[config.mk]
export PLATFORM = sky130hd
export DESIGN_NAME = watermark_priority_batch_buffer
export DESIGN_NICKNAME = d
export VERILOG_FILES = /design/src/rtl/wpbb_pkg.sv /design/src/rtl/wpbb_ram.sv /design/src/rtl/wpbb_fifo.sv /design/src/rtl/wpbb_front.sv /design/src/rtl/wpbb_back.sv /design/src/rtl/watermark_priority_batch_buffer.sv
export SDC_FILE = /design/constraint.sdc
export NUM_CORES = 1
export LEC_CHECK = 0
export BUFFER_PORTS_ARGS = -buffer_cell sky130_fd_sc_hd__buf_4
export CORE_MARGIN = 3
export CORE_UTILIZATION = 55
export DETAILED_ROUTE_END_ITERATION = 7
export PLACE_DENSITY = 0.72
export SYNTH_ARGS = -nofsm -noshare
export SYNTH_HDL_FRONTEND = slang
export SYNTH_SLANG_ARGS = --single-unit
[constraint.sdc]
create_clock -name i_clk -period 5.1 [get_ports i_clk]
set_input_delay 0.255 -clock i_clk [delete_from_list [all_inputs] [get_ports i_clk]]
set_output_delay 0.255 -clock i_clk [all_outputs]
set_load 0.05 [all_outputs]
[src/rtl/wpbb_pkg.sv]
// ----------------------------------------------------------------------------
// wpbb_pkg
// Shared types and constants of the watermark priority batch buffer.
// ----------------------------------------------------------------------------
package wpbb_pkg;

    // default buffer depth
    localparam int SLOT_COUNT_DEF = 16;

    // descriptor field widths
    localparam int PRIO_W   = 8;
    localparam int FRAME_W  = 16;
    localparam int STREAM_W = 10;
    localparam int TAG_W    = 32;
    localparam int THR_W    = 5;

    // stream word widths
    localparam int IN_TDATA_W  = 72;
    localparam int OUT_TDATA_W = 72;

    // configuration port
    localparam int CFG_IDX_W  = 1;
    localparam int CFG_DATA_W = 16;
    localparam logic [CFG_IDX_W-1:0] CFG_FILL_THRESHOLD = 1'b0;
    localparam logic [CFG_IDX_W-1:0] CFG_LAST_FRAME     = 1'b1;

    // register reset values
    localparam logic [THR_W-1:0]   THR_RESET        = 5'd16;
    localparam logic [FRAME_W-1:0] LAST_FRAME_RESET = 16'd100;

    // one stored descriptor, priority in the lowest bits
    typedef struct packed {
        logic [TAG_W-1:0]    tag;
        logic [STREAM_W-1:0] stream;
        logic [FRAME_W-1:0]  frame;
        logic [PRIO_W-1:0]   prio;
    } t_slot;

    localparam int SLOT_W = $bits(t_slot);

    // drain sequencer states
    typedef enum logic [1:0] {
        BK_IDLE,
        BK_READ,
        BK_EVAL
    } t_back_state;

endpackage

[src/rtl/wpbb_ram.sv]
// ----------------------------------------------------------------------------
// wpbb_ram
// Generic simple dual-port RAM, one write port, one registered read port.
// ----------------------------------------------------------------------------
module wpbb_ram #(
    parameter int WIDTH = 8,
    parameter int DEPTH = 16
) (
    input  logic                     i_clk,
    input  logic                     i_wr_en,
    input  logic [$clog2(DEPTH)-1:0] i_wr_addr,
    input  logic [WIDTH-1:0]         i_wr_data,
    input  logic                     i_rd_en,
    input  logic [$clog2(DEPTH)-1:0] i_rd_addr,
    output logic [WIDTH-1:0]         o_rd_data
);

    logic [WIDTH-1:0] r_mem [DEPTH];
    logic [WIDTH-1:0] r_rd_data;

    // write port
    always_ff @(posedge i_clk) begin
        if (i_wr_en) begin
            r_mem[i_wr_addr] <= i_wr_data;
        end
    end

    // registered read, holds while not enabled
    always_ff @(posedge i_clk) begin
        if (i_rd_en) begin
            r_rd_data <= r_mem[i_rd_addr];
        end
    end

    assign o_rd_data = r_rd_data;

endmodule

[src/rtl/wpbb_fifo.sv]
// ----------------------------------------------------------------------------
// wpbb_fifo
// Two-entry queue carrying flush commands from the front to the drain side.
// ----------------------------------------------------------------------------
module wpbb_fifo #(
    parameter int WIDTH = 8
) (
    input  logic             i_clk,
    input  logic             i_rst_n,
    input  logic             i_push,
    input  logic [WIDTH-1:0] i_data,
    output logic             o_full,
    input  logic             i_pop,
    output logic             o_valid,
    output logic [WIDTH-1:0] o_data
);

    logic [WIDTH-1:0] r_mem [2];
    logic             r_wptr;
    logic             r_rptr;
    logic [1:0]       r_count;

    // entry storage
    always_ff @(posedge i_clk) begin
        if (i_push) begin
            r_mem[r_wptr] <= i_data;
        end
    end

    // pointers and occupancy
    always_ff @(posedge i_clk) begin
        if (!i_rst_n) begin
            r_wptr  <= 1'b0;
            r_rptr  <= 1'b0;
            r_count <= 2'd0;
        end else begin
            if (i_push) begin
                r_wptr <= ~r_wptr;
            end
            if (i_pop) begin
                r_rptr <= ~r_rptr;
            end
            r_count <= r_count + 2'(i_push) - 2'(i_pop);
        end
    end

    assign o_full  = r_count[1];
    assign o_valid = r_count != 2'd0;
    assign o_data  = r_mem[r_rptr];

endmodule

[src/rtl/wpbb_front.sv]
// ----------------------------------------------------------------------------
// wpbb_front
// Accepts descriptors into the slot RAM and decides when a batch flushes.
// ----------------------------------------------------------------------------
module wpbb_front #(
    parameter int SLOT_COUNT = 16
) (
    input  logic                              i_clk,
    input  logic                              i_rst_n,
    input  logic                              i_valid,
    output logic                              o_ready,
    input  wpbb_pkg::t_slot                   i_slot,
    input  logic [wpbb_pkg::THR_W-1:0]        i_fill_threshold,
    input  logic [wpbb_pkg::FRAME_W-1:0]      i_last_frame,
    output logic                              o_wr_en,
    output logic [$clog2(SLOT_COUNT)-1:0]     o_wr_addr,
    output wpbb_pkg::t_slot                   o_wr_data,
    input  logic                              i_q_full,
    output logic                              o_push,
    output logic [$clog2(SLOT_COUNT)+$clog2(SLOT_COUNT+1)+wpbb_pkg::PRIO_W-1:0] o_batch,
    input  logic                              i_rel_valid,
    input  logic [$clog2(SLOT_COUNT+1)-1:0]   i_rel_count
);

    import wpbb_pkg::*;

    localparam int ADDR_W = $clog2(SLOT_COUNT);
    localparam int CNT_W  = $clog2(SLOT_COUNT + 1);
    localparam int CMP_W  = (CNT_W > THR_W) ? CNT_W : THR_W;

    logic [ADDR_W-1:0] r_wr_addr;
    logic [ADDR_W-1:0] r_base;
    logic [CNT_W-1:0]  r_fill;
    logic [CNT_W-1:0]  r_free;
    logic [PRIO_W-1:0] r_maxp;

    logic              accept;
    logic [ADDR_W-1:0] n_wr_addr;
    logic [CNT_W-1:0]  fill_after;
    logic [PRIO_W-1:0] maxp_after;
    logic              flush;
    logic [CNT_W-1:0]  n_free;

    // room in the RAM and in the command queue
    assign o_ready = (r_free != '0) && !i_q_full;
    assign accept  = i_valid && o_ready;

    // insert and flush decision
    always_comb begin
        n_wr_addr  = (r_wr_addr == ADDR_W'(SLOT_COUNT - 1)) ? '0 : r_wr_addr + 1'b1;
        fill_after = r_fill + 1'b1;
        if (r_fill == '0 || i_slot.prio > r_maxp) begin
            maxp_after = i_slot.prio;
        end else begin
            maxp_after = r_maxp;
        end
        flush = (CMP_W'(fill_after) >= CMP_W'(i_fill_threshold))
             || (i_slot.frame == i_last_frame)
             || (fill_after == CNT_W'(SLOT_COUNT));
        n_free = r_free - CNT_W'(accept);
        if (i_rel_valid) begin
            n_free = n_free + i_rel_count;
        end
    end

    assign o_wr_en   = accept;
    assign o_wr_addr = r_wr_addr;
    assign o_wr_data = i_slot;
    assign o_push    = accept && flush;
    assign o_batch   = {maxp_after, fill_after, r_base};

    // fill tracking
    always_ff @(posedge i_clk) begin
        if (!i_rst_n) begin
            r_wr_addr <= '0;
            r_base    <= '0;
            r_fill    <= '0;
            r_free    <= CNT_W'(SLOT_COUNT);
            r_maxp    <= '0;
        end else begin
            r_free <= n_free;
            if (accept) begin
                r_wr_addr <= n_wr_addr;
                r_maxp    <= maxp_after;
                if (flush) begin
                    r_fill <= '0;
                    r_base <= n_wr_addr;
                end else begin
                    r_fill <= fill_after;
                end
            end
        end
    end

endmodule

[src/rtl/wpbb_back.sv]
// ----------------------------------------------------------------------------
// wpbb_back
// Drains one batch in descending priority, one priority level per scan pass.
// ----------------------------------------------------------------------------
module wpbb_back #(
    parameter int SLOT_COUNT = 16
) (
    input  logic                              i_clk,
    input  logic                              i_rst_n,
    input  logic                              i_q_valid,
    input  logic [$clog2(SLOT_COUNT)+$clog2(SLOT_COUNT+1)+wpbb_pkg::PRIO_W-1:0] i_batch,
    output logic                              o_pop,
    output logic                              o_rd_en,
    output logic [$clog2(SLOT_COUNT)-1:0]     o_rd_addr,
    input  wpbb_pkg::t_slot                   i_rd_data,
    input  logic [wpbb_pkg::FRAME_W-1:0]      i_last_frame,
    output logic                              o_rel_valid,
    output logic [$clog2(SLOT_COUNT+1)-1:0]   o_rel_count,
    output logic                              o_valid,
    input  logic                              i_ready,
    output wpbb_pkg::t_slot                   o_slot,
    output logic                              o_close,
    output logic                              o_last
);

    import wpbb_pkg::*;

    localparam int ADDR_W = $clog2(SLOT_COUNT);
    localparam int CNT_W  = $clog2(SLOT_COUNT + 1);

    t_back_state       r_state;
    t_back_state       n_state;
    logic [ADDR_W-1:0] r_base;
    logic [ADDR_W-1:0] r_addr;
    logic [ADDR_W-1:0] r_idx;
    logic [CNT_W-1:0]  r_cnt;
    logic [CNT_W-1:0]  r_emit;
    logic [PRIO_W-1:0] r_cur;
    logic [PRIO_W-1:0] r_nxt;
    logic              r_nxt_v;
    logic              r_out_valid;
    t_slot             r_out_slot;
    logic              r_out_close;
    logic              r_out_last;

    logic              match;
    logic              stall;
    logic              step;
    logic              ld_out;
    logic              done;
    logic              last_scan;
    logic              cand;
    logic [CNT_W-1:0]  emit_after;
    logic [PRIO_W-1:0] nxt_after;
    logic [ADDR_W-1:0] addr_inc;

    // evaluation of the word last read from the RAM
    always_comb begin
        match      = i_rd_data.prio == r_cur;
        stall      = match && r_out_valid && !i_ready;
        emit_after = r_emit + CNT_W'(match);
        done       = emit_after == r_cnt;
        last_scan  = CNT_W'(r_idx) == r_cnt - 1'b1;
        cand       = (i_rd_data.prio < r_cur) && (!r_nxt_v || i_rd_data.prio > r_nxt);
        nxt_after  = cand ? i_rd_data.prio : r_nxt;
        addr_inc   = (r_addr == ADDR_W'(SLOT_COUNT - 1)) ? '0 : r_addr + 1'b1;
    end

    // next state
    always_comb begin
        n_state = r_state;
        unique case (r_state)
            BK_IDLE: begin
                if (i_q_valid) begin
                    n_state = BK_READ;
                end
            end
            BK_READ: begin
                n_state = BK_EVAL;
            end
            BK_EVAL: begin
                if (!stall) begin
                    n_state = done ? BK_IDLE : BK_READ;
                end
            end
            default: n_state = BK_IDLE;
        endcase
    end

    // state outputs
    always_comb begin
        o_pop   = 1'b0;
        o_rd_en = 1'b0;
        step    = 1'b0;
        unique case (r_state)
            BK_IDLE: o_pop   = i_q_valid;
            BK_READ: o_rd_en = 1'b1;
            BK_EVAL: step    = !stall;
            default: ;
        endcase
        ld_out = step && match;
    end

    assign o_rd_addr   = r_addr;
    assign o_rel_valid = step && done;
    assign o_rel_count = r_cnt;

    // scan registers
    always_ff @(posedge i_clk) begin
        if (!i_rst_n) begin
            r_state <= BK_IDLE;
        end else begin
            r_state <= n_state;
        end
        if (o_pop) begin
            r_base  <= i_batch[ADDR_W-1:0];
            r_addr  <= i_batch[ADDR_W-1:0];
            r_cnt   <= i_batch[ADDR_W +: CNT_W];
            r_cur   <= i_batch[ADDR_W+CNT_W +: PRIO_W];
            r_idx   <= '0;
            r_emit  <= '0;
            r_nxt_v <= 1'b0;
        end else if (step) begin
            r_emit <= emit_after;
            if (last_scan) begin
                r_cur   <= nxt_after;
                r_nxt_v <= 1'b0;
                r_idx   <= '0;
                r_addr  <= r_base;
            end else begin
                r_nxt   <= nxt_after;
                r_nxt_v <= r_nxt_v || cand;
                r_idx   <= r_idx + 1'b1;
                r_addr  <= addr_inc;
            end
        end
    end

    // output register
    always_ff @(posedge i_clk) begin
        if (!i_rst_n) begin
            r_out_valid <= 1'b0;
        end else if (ld_out) begin
            r_out_valid <= 1'b1;
        end else if (i_ready) begin
            r_out_valid <= 1'b0;
        end
        if (ld_out) begin
            r_out_slot  <= i_rd_data;
            r_out_close <= i_rd_data.frame == i_last_frame;
            r_out_last  <= done;
        end
    end

    assign o_valid = r_out_valid;
    assign o_slot  = r_out_slot;
    assign o_close = r_out_close;
    assign o_last  = r_out_last;

endmodule

[src/rtl/watermark_priority_batch_buffer.sv]
// ----------------------------------------------------------------------------
// watermark_priority_batch_buffer
// Buffers frame descriptors and flushes them in bursts by priority.
// ----------------------------------------------------------------------------
// Usage:
//  - s_axis carries one descriptor per word: priority, frame number, stream
//    id and payload tag. Each accepted word is stored in a slot RAM.
//  - a batch flushes when the fill count reaches fill_threshold, when the
//    frame number equals last_frame_number, or when the buffer is full.
//  - m_axis emits the batch largest priority first, arrival order kept among
//    equal priorities; tuser flags a closing stream, tlast ends the burst.
//  - the input keeps flowing while earlier batches drain, until the slots or
//    the two-entry flush queue run out.
//  - the drain scans the batch once per distinct priority, each slot with a
//    RAM read (BK_READ), then a compare (BK_EVAL); the drain time is bounded
//    by the single RAM read port. With the drain idle, the first result goes
//    from the flush queue through BK_IDLE, the slot reads and compares ahead
//    of it and its own, into the output register.
//  - reset clears the fill and drain control; slot contents are not cleared.
//  - when m_axis_tready is low the output register holds and the scan waits
//    once it reaches the next matching word; the input keeps taking words
//    until the free slots or the flush queue run out.
//  - the user writes configuration only while idle; the block does not check.
// ----------------------------------------------------------------------------
module watermark_priority_batch_buffer #(
    parameter int SLOT_COUNT = wpbb_pkg::SLOT_COUNT_DEF
) (
    input  logic                                i_clk,
    input  logic                                i_rst_n,
    // priority, frame_number, stream_id, frame_tag (lowest bit up)
    input  logic                                s_axis_tvalid,
    output logic                                s_axis_tready,
    input  logic [wpbb_pkg::IN_TDATA_W-1:0]     s_axis_tdata,
    // out_priority, out_frame_number, out_stream_id, out_frame_tag (lowest up)
    output logic                                m_axis_tvalid,
    input  logic                                m_axis_tready,
    output logic [wpbb_pkg::OUT_TDATA_W-1:0]    m_axis_tdata,
    output logic                                m_axis_tlast,
    // close_stream
    output logic                                m_axis_tuser,
    input  logic                                i_cfg_we,
    input  logic [wpbb_pkg::CFG_IDX_W-1:0]      i_cfg_idx,
    input  logic [wpbb_pkg::CFG_DATA_W-1:0]     i_cfg_data
);

    import wpbb_pkg::*;

    localparam int ADDR_W  = $clog2(SLOT_COUNT);
    localparam int CNT_W   = $clog2(SLOT_COUNT + 1);
    localparam int BATCH_W = ADDR_W + CNT_W + PRIO_W;

    logic [THR_W-1:0]   r_fill_threshold;
    logic [FRAME_W-1:0] r_last_frame;

    logic               wr_en;
    logic [ADDR_W-1:0]  wr_addr;
    t_slot              wr_data;
    logic               rd_en;
    logic [ADDR_W-1:0]  rd_addr;
    logic [SLOT_W-1:0]  rd_data;
    logic               q_full;
    logic               q_push;
    logic               q_pop;
    logic               q_valid;
    logic [BATCH_W-1:0] q_in;
    logic [BATCH_W-1:0] q_out;
    logic               rel_valid;
    logic [CNT_W-1:0]   rel_count;
    t_slot              out_slot;

    // configuration registers
    always_ff @(posedge i_clk) begin
        if (!i_rst_n) begin
            r_fill_threshold <= THR_RESET;
            r_last_frame     <= LAST_FRAME_RESET;
        end else if (i_cfg_we) begin
            unique case (i_cfg_idx)
                CFG_FILL_THRESHOLD: r_fill_threshold <= i_cfg_data[THR_W-1:0];
                CFG_LAST_FRAME:     r_last_frame     <= i_cfg_data[FRAME_W-1:0];
                default: ;
            endcase
        end
    end

    wpbb_front #(
        .SLOT_COUNT(SLOT_COUNT)
    ) u_front (
        .i_clk           (i_clk),
        .i_rst_n         (i_rst_n),
        .i_valid         (s_axis_tvalid),
        .o_ready         (s_axis_tready),
        .i_slot          (t_slot'(s_axis_tdata[SLOT_W-1:0])),
        .i_fill_threshold(r_fill_threshold),
        .i_last_frame    (r_last_frame),
        .o_wr_en         (wr_en),
        .o_wr_addr       (wr_addr),
        .o_wr_data       (wr_data),
        .i_q_full        (q_full),
        .o_push          (q_push),
        .o_batch         (q_in),
        .i_rel_valid     (rel_valid),
        .i_rel_count     (rel_count)
    );

    wpbb_ram #(
        .WIDTH(SLOT_W),
        .DEPTH(SLOT_COUNT)
    ) u_ram (
        .i_clk    (i_clk),
        .i_wr_en  (wr_en),
        .i_wr_addr(wr_addr),
        .i_wr_data(wr_data),
        .i_rd_en  (rd_en),
        .i_rd_addr(rd_addr),
        .o_rd_data(rd_data)
    );

    wpbb_fifo #(
        .WIDTH(BATCH_W)
    ) u_fifo (
        .i_clk  (i_clk),
        .i_rst_n(i_rst_n),
        .i_push (q_push),
        .i_data (q_in),
        .o_full (q_full),
        .i_pop  (q_pop),
        .o_valid(q_valid),
        .o_data (q_out)
    );

    wpbb_back #(
        .SLOT_COUNT(SLOT_COUNT)
    ) u_back (
        .i_clk       (i_clk),
        .i_rst_n     (i_rst_n),
        .i_q_valid   (q_valid),
        .i_batch     (q_out),
        .o_pop       (q_pop),
        .o_rd_en     (rd_en),
        .o_rd_addr   (rd_addr),
        .i_rd_data   (t_slot'(rd_data)),
        .i_last_frame(r_last_frame),
        .o_rel_valid (rel_valid),
        .o_rel_count (rel_count),
        .o_valid     (m_axis_tvalid),
        .i_ready     (m_axis_tready),
        .o_slot      (out_slot),
        .o_close     (m_axis_tuser),
        .o_last      (m_axis_tlast)
    );

    assign m_axis_tdata = {(OUT_TDATA_W - SLOT_W)'(0), out_slot};

endmodule

# Yosys cells after proc, flatten, opt, wreduce, memory -nomap -nowiden
# Memory sizes are Yosys's and may differ from the RTL's. A register that Yosys moved wholly into a read port is not among the register bits.
# Index checks and enable logic that the tools add are counted.
# W data, S select, Z words.
# classes
n_mul,0
bitwise,5
n_eq_ne,12
n_addsub,10
muxes,29
shift,0
n_reduce_logical,30
n_lt_le_gt_ge,4
n_div,0
# op_table
cell,n
$mux W8,5
$eq A16 B16 Y1,2
$mux W4,6
$gt A8 B8 Y1,2
$mux W1,13
$add A4 B1 Y4 const B,3
$mux W5,2
$reduce_and A2 Y1,5
$eq A4 B4 Y1 const B,2
$eq A8 B8 Y1,1
$logic_and A1 B1 Y1,8
$lt A8 B8 Y1,1
$reduce_bool A2 Y1,4
$pmux W2 S3,1
$add A5 B1 Y5,1
$add A5 B1 Y5 const B,1
$add A5 B5 Y5,1
$eq A4 B5 Y1,1
$eq A5 B5 Y1,1
$eq A5 B5 Y1 const B,1
$ge A5 B5 Y1,1
$logic_not A5 Y1,1
$logic_or A1 B1 Y1,5
$not A1 Y1,5
other kinds (13),17
# word_totals
out_inout_bits,76
mem_bits_ro,0
reg_bits,161
ramBits,1090
latchBits,0
mem_count,2
# memory_table
name,depth,width,read_ports,rd_ports_with_merged_regs,write_ports,line_no,source
u_ram.r_mem,16,66,1,1,1,wpbb_ram.sv:18,logic [WIDTH-1:0] r_mem [DEPTH];
u_fifo.r_mem,2,17,1,1,1,wpbb_fifo.sv:18,logic [WIDTH-1:0] r_mem [2];

# Longest topological paths before layout
# logic_depth
ltp_word,7
ltp_mapped,15
depth_no_buf,14

# By module
# Synthesis repeated with hierarchy kept, for this count alone.
# hier_totals
cells_unflattened,2484
area_unflattened_um2,51067.7
# modules_own_cells
mod,seq_area_each_um2,area_per_inst_um2,cells_each,instances
wpbb_ram,33692.3,41461.0,1698,1
wpbb_back,3173.0,4709.5,316,1
wpbb_front,520.5,2473.6,298,1
wpbb_fifo,1121.1,1502.7,73,1
watermark_priority_batch_buffer,420.4,920.9,99,1

# Least setup slack after synthesis
# Ideal clock, no wire load.
# synth_timing
path_kind,reg-to-reg
startpoint,register u_front.r_free[3]
endpoint,"memory u_ram.r_mem[0][0] in the netlist's numbering, enable pin"
arrival_ns,3.505
path_slack_ns,1.164
setup_ns,0.431
path_stages_with_launch,7
synth_period_minus_slack_ns,3.936
path_buffers,1
required_time_ns,4.669
path_cell_list,dfxtp_1 > nor3_1 > a21oi_1 > nand2_1 > clkbuf_1 > nor3_1 > and2_1
# synth_between
elab_chain_len,5
# synth_rtl
item,line_no,source
start: declaration,wpbb_front.sv:34,logic [CNT_W-1:0] r_free;
start signal: assignment,wpbb_front.sv:78,r_free <= CNT_W'(SLOT_COUNT);
start signal: assignment,wpbb_front.sv:81,r_free <= n_free;
$reduce_bool A5 Y1,wpbb_front.sv:45,assign o_ready = (r_free != '0) && !i_q_full;
$logic_and A1 B1 Y1,wpbb_front.sv:45,
via s_axis_tready,watermark_priority_batch_buffer.sv:32,"output logic s_axis_tready,"
$logic_and A1 B1 Y1,wpbb_front.sv:46,assign accept = i_valid && o_ready;
$mux W1,wpbb_ram.sv:23,if (i_wr_en) begin
$mux W1 (not written as such),wpbb_ram.sv:24,r_mem[i_wr_addr] <= i_wr_data;
end: declaration,wpbb_ram.sv:18,
# The timed path passes the listed nets, and every way through them passes these cells.

# Worst setup path in the final report
# layout_timing
startpoint,register u_front.r_fill[0]
endpoint,register u_fifo.r_count[1]
# layout_between
elab_chain_len,7
# layout_rtl
item,line_no,source
start: declaration,wpbb_front.sv:33,logic [CNT_W-1:0] r_fill;
start signal: assignment,wpbb_front.sv:89,r_fill <= fill_after;
$add A5 B1 Y5 (*),wpbb_front.sv:51,fill_after = r_fill + 1'b1;
via q_in[8],watermark_priority_batch_buffer.sv:65,logic [BATCH_W-1:0] q_in;
$ge A5 B5 Y1,wpbb_front.sv:57,flush = (CMP_W'(fill_after) >= CMP_W'(i_fill_threshold))
$logic_or A1 B1 Y1,wpbb_front.sv:58,|| (i_slot.frame == i_last_frame)
$logic_or A1 B1 Y1 (*),wpbb_front.sv:59,|| (fill_after == CNT_W'(SLOT_COUNT));
$logic_and A1 B1 Y1 (*),wpbb_front.sv:69,assign o_push = accept && flush;
$add A2 B1 Y2 (*),wpbb_fifo.sv:43,r_count <= r_count + 2'(i_push) - 2'(i_pop);
$sub A2 B1 Y2 (*),wpbb_fifo.sv:43,
end signal: assignment,wpbb_fifo.sv:43,
end: declaration,wpbb_fifo.sv:21,logic [1:0] r_count;
# Mark *: on every way through the listed nets, which the timed path passes. The rest lies on a longest branch.
# A chain may end at the register's enable or synchronous reset.

==> results.md <==
* Clock root buffer: clkbuf_16
* Yosys top cell area share at 73.4%
* Final Hold Vio Count at 0
* # hold bufs at CTS at 87
* Htree depth at 4
* Peak supply drop at 0.000490 V
* EDFF count, synth at 1,253
* Final Max Slew Viols at 0
* Area delta synth->final at 15.3%
* DPL Wire Length at 60,400 um
* Max FO, Critical Path at 11
* Hold WC Path Type: in -> reg
* Layout Skew at 0.0292 ns
* Internal at 21,400 uW
* Post-CTS repair timing setup buffer count at 0
* Pre-antenna DRT Iters at 5
* Die ar. at 96,900 um^2
* GRT Resource Usage Total at 24.0%
* Final nets at 3,238
* Die height at 311 um
* Slew HR at 28.4%
* Synth area leader: edfxtp_1
* Placed Cells at 4,114
* Drt total wl at 116,000 um
* Part of the power in registers at 43.4%
* Status: finished clean
* CP bufs+invs at 1
* CTS sink cnt at 1,318
* Routability-driven placement congestion ratio at 0.797
* # port buffers at 157
* Pin count of the biggest net entering global routing at 136
* Clock slew at reported path FFs at 0.06 ns
* DR iter-0 viols at 3,063
* FP Rows at 111
* Crit path launch type: flop
* CP arrival at 4.56 ns
* Synth warnings at 0
* Num ports at 170
* Setup_tns at 0 ns
* Worst Tran Pin Value at 1.06 ns
* Register area share after synthesis at 75.9%
* Core ar. at 92,100 um^2
* Asr flop ratio synth at 0%
* Setup-failing EPs final at 0
* Final ANT Viol Nets at 0
* Switching share of power at 29.7%
* Max-cap violation count at 0
* Total Power at 30,400 uW
* Post-synth top cells: 1,253 x edfxtp_1, 225 x mux2i_1, 160 x o21ai_0
* Antenna violations before repair at 5
* Area of the multi-input gates at 11,600 um^2
* RSZ-0062 raised after global routing: false
* CP Cell Sequence: ha_1 -> nand3_1 -> xnor2_1 -> ha_1 -> nand4_1 -> a21oi_1 -> or3_1 -> o31ai_2 -> ha_1 -> inv_1 -> ha_1 -> xor2_1 -> xnor2_1 -> nor2_1
* Worst skew pair latency at 0.74 ns
* Post-cts repair resize count at 0
* Clock power share at 30.9%
* DRC viols at 0
* Gate Count Post-Synth at 2,805
* Logic pwr share at 25.6%
* Seq cells post-synth at 1,318
* Cell with the most instances after synthesis: edfxtp_1
* Worst Setup Path Type: reg -> reg
* Share of layout cells above drive strength 1 at 19.7%
* Max incr delay on CP at 0.76 ns
* Pwr/cell area at 515 nW/um^2
* Final worst-path cycle share at 77.7%
* Starting Density at 55.7%
* TritonCTS clock tree: built
* Fin crit period at 3.96 ns
* FF+latch area at 38,900 um^2
* Netlist Area Pre-Place at 51,300 um^2
* First-pass GRT wire length at 175,000 um
* Max Clock Freq at 252 MHz
* Grt ovf at 0
* Max Buffers Root-to-Sink at 3
* Most frequent CP cell: ha_1
* Syn_area_per_cell at 18.3 um^2
* Vias in the first global route at 28,000
* Worst Path Required at 5.69 ns
* Post-synth cell types at 58
* Vias/cell at 6.13
* Routed length per instance at 26.2 um
* Post-Layout Cell Count at 4,441
* CP delay by family, top: adder cells
* Lkg Pwr at 0.0200 uW
* TritonCTS Buffers at 133
* Net Switching at 9040 uW
* Kind of end point of the critical path: flop
* Top post-synthesis cells by area: edfxtp_1 73%, mux4_2 5.8%, mux2i_1 4.4%
* Layout fillers at 6,090
* Die span in x at 311 um
* Via count at 27,200
* Dominant synthesized flop cell: edfxtp_1
* Slowest cell on the critical path: o31ai_2
sequential cells by signal, summed over array words and instances, names as in the netlist, 8 cells and up, named ones only:
| signal | flops |
|---|---|
| u_front.r_maxp | 8 |
| u_ram.o_rd_data | 66 |
| u_fifo.r_mem | 34 |
| u_back.o_slot | 66 |
| u_ram.r_mem | 1056 |
| u_back.r_cur | 8 |
| u_back.r_nxt | 8 |
| r_last_frame | 16 |
worst reg2reg max path, cell delays in order, from the launching register on:
cell	delay, ns
dfxtp_1	0.48
ha_1	0.33
nand3_1	0.13
xnor2_1	0.34
ha_1	0.32
nand4_1	0.10
a21oi_1	0.04
or3_1	0.37
o31ai_2	0.76
ha_1	0.38
inv_1	0.06
ha_1	0.15
xor2_1	0.20
xnor2_1	0.14
nor2_1	0.05
power by group through the flow:
stage                     clock, uW  sequential [uW]  combinational (uW)
after global routing           9990            13300                8460
after global placement            0            13400                7460
after floorplan                   0            13300                5640
after CTS                      9550            13200                7810
after detailed placement          0            13400                7680
final                          9410            13200                7800
final cells by class:
| type | instances | area share [%] |
|---|---|---|
| flip-flops and latches | 1318 | 65.9 |
| multi-input cells | 1303 | 19.6 |
| clock buffers | 167 | 5.95 |
| repair buffers | 291 | 4.40 |
| well taps | 1243 | 2.63 |
| clock inverters | 69 | 1.19 |
| inverters | 46 | 0.292 |
| diodes | 4 | 0.0169 |
metal layers:
| layer | routed length, um | share of wire, % | vias up | GRT usage (%) |
|---|---|---|---|---|
| met5 | 13 | 0.011 | - | 0 |
| met4 | 2790 | 2.4 | 2 | 7.01 |
| met3 | 7950 | 6.8 | 217 | 4.12 |
| met2 | 57500 | 49 | 1072 | 39.5 |
| met1 | 48100 | 41 | 14100 | 33.5 |
| li1 | - | - | 11800 | - |
kinds of logic (layout without fill, tap and decap cells):
logic type | Yosys count | in the layout | share of synthesized area [%]
multiplexers | 440 | 440 | 12.0
XOR/XNOR | 65 | 65 | 1.11
buffers and inverters | 189 | 573 | 1.61
AO/OA/AOI/OAI | 442 | 442 | 5.37
flip-flops | 1318 | 1318 | 75.9
other | 1 | 10 | 0.00731
AND/OR/NAND/NOR | 299 | 299 | 2.70
adder cells (fa/ha/maj) | 51 | 51 | 1.26
stage by stage:
stage               hold slack [ns]  utilization [%]  area (um^2)  setup WS [ns]
detailed placement            0.405             58.6        54000           1.19
CTS                          0.0757             64.2        59100           1.18
finish                       0.0967             64.2        59100           1.14
global route                  0.135             64.2        59100          0.953
floorplan                     0.354                -        51300           1.16
global placement              0.406             58.6        54000           1.27
final timing paths:
path | from | to | slack, ns | depth (start not counted)
max reg2reg | u_front.r_fill[0] | u_fifo.r_count[1] | 1.14 | 14
min reg2reg | u_ram.o_rd_data[52] | u_back.o_slot[52] | 0.42 | 0
min | i_cfg_we | r_fill_threshold[0] | 0.1 | 4
max | u_front.r_fill[0] | u_fifo.r_count[1] | 1.14 | 14
placed cells by master, fill, tap and decap left out, drive strengths merged, types with 54 or more instances in the layout:
cell type	instances
inv	54
nand2	157
mux2i	225
mux2	83
a221oi	66
o21ai	162
edfxtp	1253
clkbuf	167
mux4	132
buf	204
a21oi	105
dlygate4sd3	87
dfxtp	65
a22oi	74
Power figures use the tool's default switching activity.
